**config.mk**
```make
export PLATFORM = sky130hd
export DESIGN_NAME = cjt_cordic_stage
export DESIGN_NICKNAME = d
export VERILOG_FILES = /design/src/rtl/cjt_pkg.sv /design/src/rtl/cjt_cordic_stage.sv
export SDC_FILE = /design/constraint.sdc
export NUM_CORES = 1
export LEC_CHECK = 0
export ABC_AREA = 0
export BUFFER_PORTS_ARGS = -buffer_cell sky130_fd_sc_hd__buf_2
export CORE_AREA = 3 3 214 216
export CTS_BUF_LIST = sky130_fd_sc_hd__clkbuf_4 sky130_fd_sc_hd__clkbuf_8
export DETAILED_ROUTE_END_ITERATION = 8
export DIE_AREA = 0 0 217 219
export GPL_TIMING_DRIVEN = 0
export PLACE_DENSITY = 0.75
export SETUP_SLACK_MARGIN = 0.2
export SYNTH_ARGS = -nofsm -noshare
export SYNTH_HDL_FRONTEND = slang
export SYNTH_SLANG_ARGS = --single-unit
```
**constraint.sdc**
```tcl
create_clock -name clk -period 20.4 [get_ports clk]
set_input_delay 3.06 -clock clk [delete_from_list [all_inputs] [get_ports clk]]
set_output_delay 3.06 -clock clk [all_outputs]
set_load 0.01 [all_outputs]
```
**src/rtl/cjt_pkg.sv**
```systemverilog
// Package for the cam joint transform: widths, fixed-point constants and the
// record types that travel down the pipeline. No dependencies.
`timescale 1ns / 1ps

package cjt_pkg;

  localparam int DATA_W        = 32;
  localparam int VEC_W         = 36;
  localparam int ROT_W         = 34;
  localparam int SHIFT_W       = 5;
  localparam int DEF_STAGES    = 24;
  localparam int TRIG_ONE      = 1073741824;
  localparam int TRIG_GAIN_Q30 = 652032874;

  typedef struct packed {
    logic signed [DATA_W-1:0] pitch_x;
    logic signed [DATA_W-1:0] pitch_y;
    logic signed [DATA_W-1:0] slide;
    logic signed [DATA_W-1:0] height;
    logic                     zero;
    logic                     flip;
  } side_t;

  typedef struct packed {
    logic signed [VEC_W-1:0] x;
    logic signed [VEC_W-1:0] y;
    logic signed [ROT_W-1:0] c;
    logic signed [ROT_W-1:0] s;
  } cordic_t;

endpackage

```
**src/rtl/cjt_cordic_stage.sv**
```systemverilog
// One CORDIC stage: a vectoring step on the slope and, with the same direction
// bit, a rotation step on the unit vector. Depends on cjt_pkg.
`timescale 1ns / 1ps

module cjt_cordic_stage import cjt_pkg::*; #(
  parameter int STAGE = 0
) (
  input  logic    clk,
  input  logic    rst,
  input  logic    in_valid,
  output logic    in_ready,
  input  side_t   in_side,
  input  cordic_t in_cord,
  output logic    out_valid,
  input  logic    out_ready,
  output side_t   out_side,
  output cordic_t out_cord
);

  logic                    valid;
  side_t                   side;
  cordic_t                 cord;
  logic                    dir_c;
  logic signed [VEC_W-1:0] xs_c, ys_c;
  logic signed [ROT_W-1:0] cs_c, ss_c;

  assign in_ready = !valid || out_ready;

  always_comb begin
    dir_c = !in_cord.y[VEC_W-1];
    xs_c  = in_cord.x >>> STAGE;
    ys_c  = in_cord.y >>> STAGE;
    cs_c  = in_cord.c >>> STAGE;
    ss_c  = in_cord.s >>> STAGE;
  end

  always_ff @(posedge clk) begin
    if (rst) begin
      valid <= 1'b0;
    end else if (in_ready) begin
      valid <= in_valid;
    end
  end

  always_ff @(posedge clk) begin
    if (in_ready && in_valid) begin
      side <= in_side;
      if (dir_c) begin
        cord.x <= in_cord.x + ys_c;
        cord.y <= in_cord.y - xs_c;
        cord.c <= in_cord.c - ss_c;
        cord.s <= in_cord.s + cs_c;
      end else begin
        cord.x <= in_cord.x - ys_c;
        cord.y <= in_cord.y + xs_c;
        cord.c <= in_cord.c + ss_c;
        cord.s <= in_cord.s - cs_c;
      end
    end
  end

  assign out_valid = valid;
  assign out_side  = side;
  assign out_cord  = cord;

endmodule

```
# After elaboration in Yosys (flattened, before gate mapping)

Index checks and enable logic that the tools add are counted.

Div/mod/pow operators: 0
Shift operators: 0
Mux-type cells: 1
Magnitude comparators: 0
Bitwise operators: 0
Reduce and logical (&&, ||, !) cells: 3
Equality and inequality tests: 0
Multipliers: 0
Add/subtract/negate cells: 6

Operators by type and width:

| operator           | number |
|---|---|
| 140-bit 2-to-1 mux | 1 |
| 36-bit subtractor  | 2 |
| 34-bit subtractor  | 2 |
| 36-bit adder       | 1 |
| 34-bit adder       | 1 |
| 1-bit logical AND  | 1 |
| 1-bit logical NOT  | 1 |
| 1-bit logical OR   | 1 |

Memory bits (read-only): 0
Output and inout bits: 272
Memory bits (writable): 0
Memories kept: 0
Bits in registers: 271
Bits in latches: 0

# Longest topological paths before layout

Depth in word-level cells: 3
Depth in mapped cells: 13

# Least setup slack after synthesis

No wires, ideal clock.

Path type: input-to-reg
Start point: input out_ready
End point: register cord, in the netlist out_cord[0] (enable)
Library setup time: 0.664 ns
Required time: 19.736 ns
Stages: 2
Arrival: 9.369 ns
Slack: 10.367 ns
Cells stage by stage: nand2b_1 > and2_1

Longest elaborated chain between the ends: 2

RTL lines:

| what              | line                   | RTL |
|---|---|---|
| start, declared   | cjt_cordic_stage.sv:15 | `input logic out_ready,` |
| 1-bit logical OR  | cjt_cordic_stage.sv:27 | `assign in_ready = !valid \|\| out_ready;` |
| 1-bit logical AND | cjt_cordic_stage.sv:46 | `if (in_ready && in_valid) begin` |
| end, declared     | cjt_cordic_stage.sv:22 | `cordic_t cord;` |

No other way between the ends.
A chain may end at the register's enable or synchronous reset.

# Final worst setup path

Start point: input out_ready
End point: output in_ready

Longest elaborated chain between the ends: 1

RTL lines:

| what             | line                   | RTL |
|---|---|---|
| 1-bit logical OR | cjt_cordic_stage.sv:27 |  |
| end, declared    | cjt_cordic_stage.sv:11 | `output logic in_ready,` |

No other way between the ends.

==> summary.md <==
| Metric | Value |
|---|---|
| Status | `complete, no violations` |
| Reg-to-reg critical path startpoint | `out_valid` |
| DRT Pass-1 Iters | `6` |
| Final Hold Vio Count | `0` |
| Number of synthesized flops with an enable pin | `268` |
| Count leader, synth | `edfxtp_1` |
| Die area | `47,520 um2` |
| Startpoint Class | `primary input` |
| Mapped Cells | `2,141` |
| TritonCTS clock tree | `yes` |
| Psw | `0.6208 mW` |
| Clk_lat worst skew | `630 ps` |
| Area grow syn2layout | `22.63%` |
| Number of buffers added for setup after CTS | `0` |
| Initial antenna violation count | `16` |
| Vias in the first global route | `19,030` |
| Yosys top cell by area | `edfxtp_1` |
| Worst hold start | `out_valid` |
| FF+latch count, synth | `269` |
| Part of the cycle the worst path needs | `0.3229` |
| Hold-fix buffers at CTS | `0` |
| Hold EP | `out_valid` |
| Clock Sinks | `269` |
| Final setup violating endpoints | `0` |
| Hold WC Path Type | `register to register` |
| Power per Cell Area | `72.61 nW/um2` |
| Cell variety after synth | `83` |
| Reg power frac | `0.390` |
| Area of the mapped netlist | `20,180 um2` |
| Die Y | `219 um` |
| Combinational fraction of design power | `0.323` |
| Max-cap viol count | `0` |
| CTS clk-pin slew, worst paths | `60 ps` |
| Crit path DAT | `3530 ps` |
| PortBufs | `545` |
| Share of cells above drive strength 1 | `0.2376` |
| Synth top area share | `0.3988` |
| Largest vdd supply drop | `0.00005152 V` |
| Main flop type after synthesis | `edfxtp_1` |
| Worst Max-Slew Pin Slew | `1179 ps` |
| Synth area leaders | `edfxtp_1, ha_1, a21oi_1, xnor2_1, inv_1` |
| IO Count | `546` |
| Largest net degree at the start of global routing | `69` |
| Commonest cells in the synthesized netlist | `edfxtp_1, a21oi_1, ha_1, inv_1, nor2_1` |
| Antenna viol nets, final | `0` |
| Clock power share | `0.287` |
| Critical Path Sink Type | `primary output` |
| GRT Overall Usage | `0.3257` |
| Via total after detailed routing | `19,690` |
| Final #Nets | `3,228` |
| Worst hold path stage count | `2` |
| Tmin final | `6587 ps` |
| Max Fclk | `151.8 MHz` |
| # rows | `77` |
| GRT overflow | `0` |
| Cts bufs inserted | `48` |
| Rel. slew slack | `0.2036` |
| Syn avg cell area | `9.425 um2` |
| Dpl hpwl | `65,020 um` |
| Switching share of power | `0.3456` |
| Mean routed wirelength per cell | `24.16 um` |
| Final core utilization | `0.5608` |
| H-tree Lvls | `2` |
| Clk root buf | `clkbuf_8` |
| RSZ-0062 raised after global routing | `false` |
| Fillers | `4,075` |
| Crit path kind | `primary input to primary output` |
| Flop2flop setup slack | `18,310 ps` |
| DRC viols | `0` |
| Ys Warns | `0` |
| CP max FO | `3` |
| Total wire length | `81,530 um` |
| Chip width | `217 um` |
| Cell internal pwr | `1.176 mW` |
| Clk buf depth | `3` |
| Setup TNS | `0 ps` |
| RD Place Congestion | `0.9995` |
| Initial DRC Count | `2,024` |
| Multi-input gate area | `10,910 um2` |
| Tot Pwr | `1.797 mW` |
| Initial core utilization | `0.4573` |
| Leakage | `10.93 nW` |
| Clock skew | `38.03 ps` |
| R2R cell count | `4` |
| WP data required | `17,340 ps` |
| Synth async-reset ratio | `0` |
| Mapped Nets | `2,629` |
| Placeable Area | `44,120 um2` |
| First-pass GRT wire length | `118,000 um` |
| Via density | `5.836` |
| Sequential fraction of the synthesis area | `0.3998` |
| Reg-to-Reg End | `out_side[52]` |
| Post-CTS Resized | `0` |
| Slew Viols, Final | `0` |
| FF/Latch Area | `8068 um2` |
layout by cell type (no fill, tap or decap), drive strengths merged, types with 20 or more instances in the layout:
| master | instances |
|---|---|
| nand2 | 111 |
| nor3 | 42 |
| clkbuf | 125 |
| a21oi | 241 |
| a21o | 37 |
| a211oi | 30 |
| edfxtp | 268 |
| o31ai | 25 |
| o211ai | 20 |
| ha | 208 |
| inv | 212 |
| nand3 | 37 |
| o21bai | 46 |
| xnor2 | 120 |
| nand2b | 24 |
| o21ai | 148 |
| nor2 | 168 |
| clkinv | 23 |
| mux2i | 28 |
| buf | 582 |
worst max path at each step:
stage                     cells after the start        start            end  slack [ps]
after detailed placement                     11  in_cord[85]  out_cord[137]       13430
final                                         3    out_ready       in_ready       13810
after floorplan                               2    out_ready    out_cord[0]       10370
after global placement                        3    out_ready   out_side[42]        8230
after CTS                                     3    out_ready       in_ready       13820
after global routing                          3    out_ready       in_ready       13800
logic make-up after synthesis:
| group | share of synthesized area |
|---|---|
| DFF | 0.3998 |
| AOI/OAI and AO/OA | 0.2239 |
| xor gates and xnor gates | 0.05643 |
| adders and majority gates | 0.1349 |
| and+or+nand+nor | 0.1109 |
| muxes | 0.01445 |
| buffers and inverters | 0.05959 |
power by group through the flow:
stage                     registers (mW)  clock network (mW)  logic (mW)
final                              0.700               0.516       0.580
after global routing               0.704               0.556       0.622
after CTS                          0.700               0.529       0.569
after detailed placement           0.710                   0       0.565
after global placement             0.721                   0       0.561
after floorplan                    0.749                   0       0.306
state kept, by name, summed over array words and instances (netlist names):
register / count
out_side: 130
out_valid: 1
out_cord: 138
per-stage QoR:
| stage | setup WS [ps] | hold slack (ps) | instances | instance area (um2) |
|---|---|---|---|---|
| 2_1_floorplan | 10370 | 593.0 | 2141 | 20180 |
| 3_3_place_gp | 8231 | 579.5 | 3278 | 23650 |
| 3_5_place_dp | 13430 | 623.1 | 3282 | 23760 |
| 4_1_cts | 13820 | 631.8 | 3366 | 24720 |
| 5_1_grt | 13800 | 653.6 | 3370 | 24730 |
| 6_report | 13810 | 644.4 | 3374 | 24740 |
area by class of cell:
class                           instances  area share
Inverter                              216     0.03277
Tap cell                              592     0.02994
Clock inverter                         23    0.008091
Sequential cell                       269      0.3261
Multi-Input combinational cell       1559      0.4409
Timing Repair Buffer                  549      0.1147
Clock buffer                           61     0.03090
Antenna cell                            8   0.0008091
Buffer                                 97     0.01583
layer usage:
layer / wire length (um) / GRT usage
met2: 37920 / 0.5386
met4: 3502 / 0.1302
met5: 28 / 0
met3: 7318 / 0.07353
met1: 32760 / 0.4156
worst max-delay path, stage by stage:
cell and delay, ps:
buf_2 90, nand2b_1 200, buf_2 170
(Power assumes the default switching activity.)
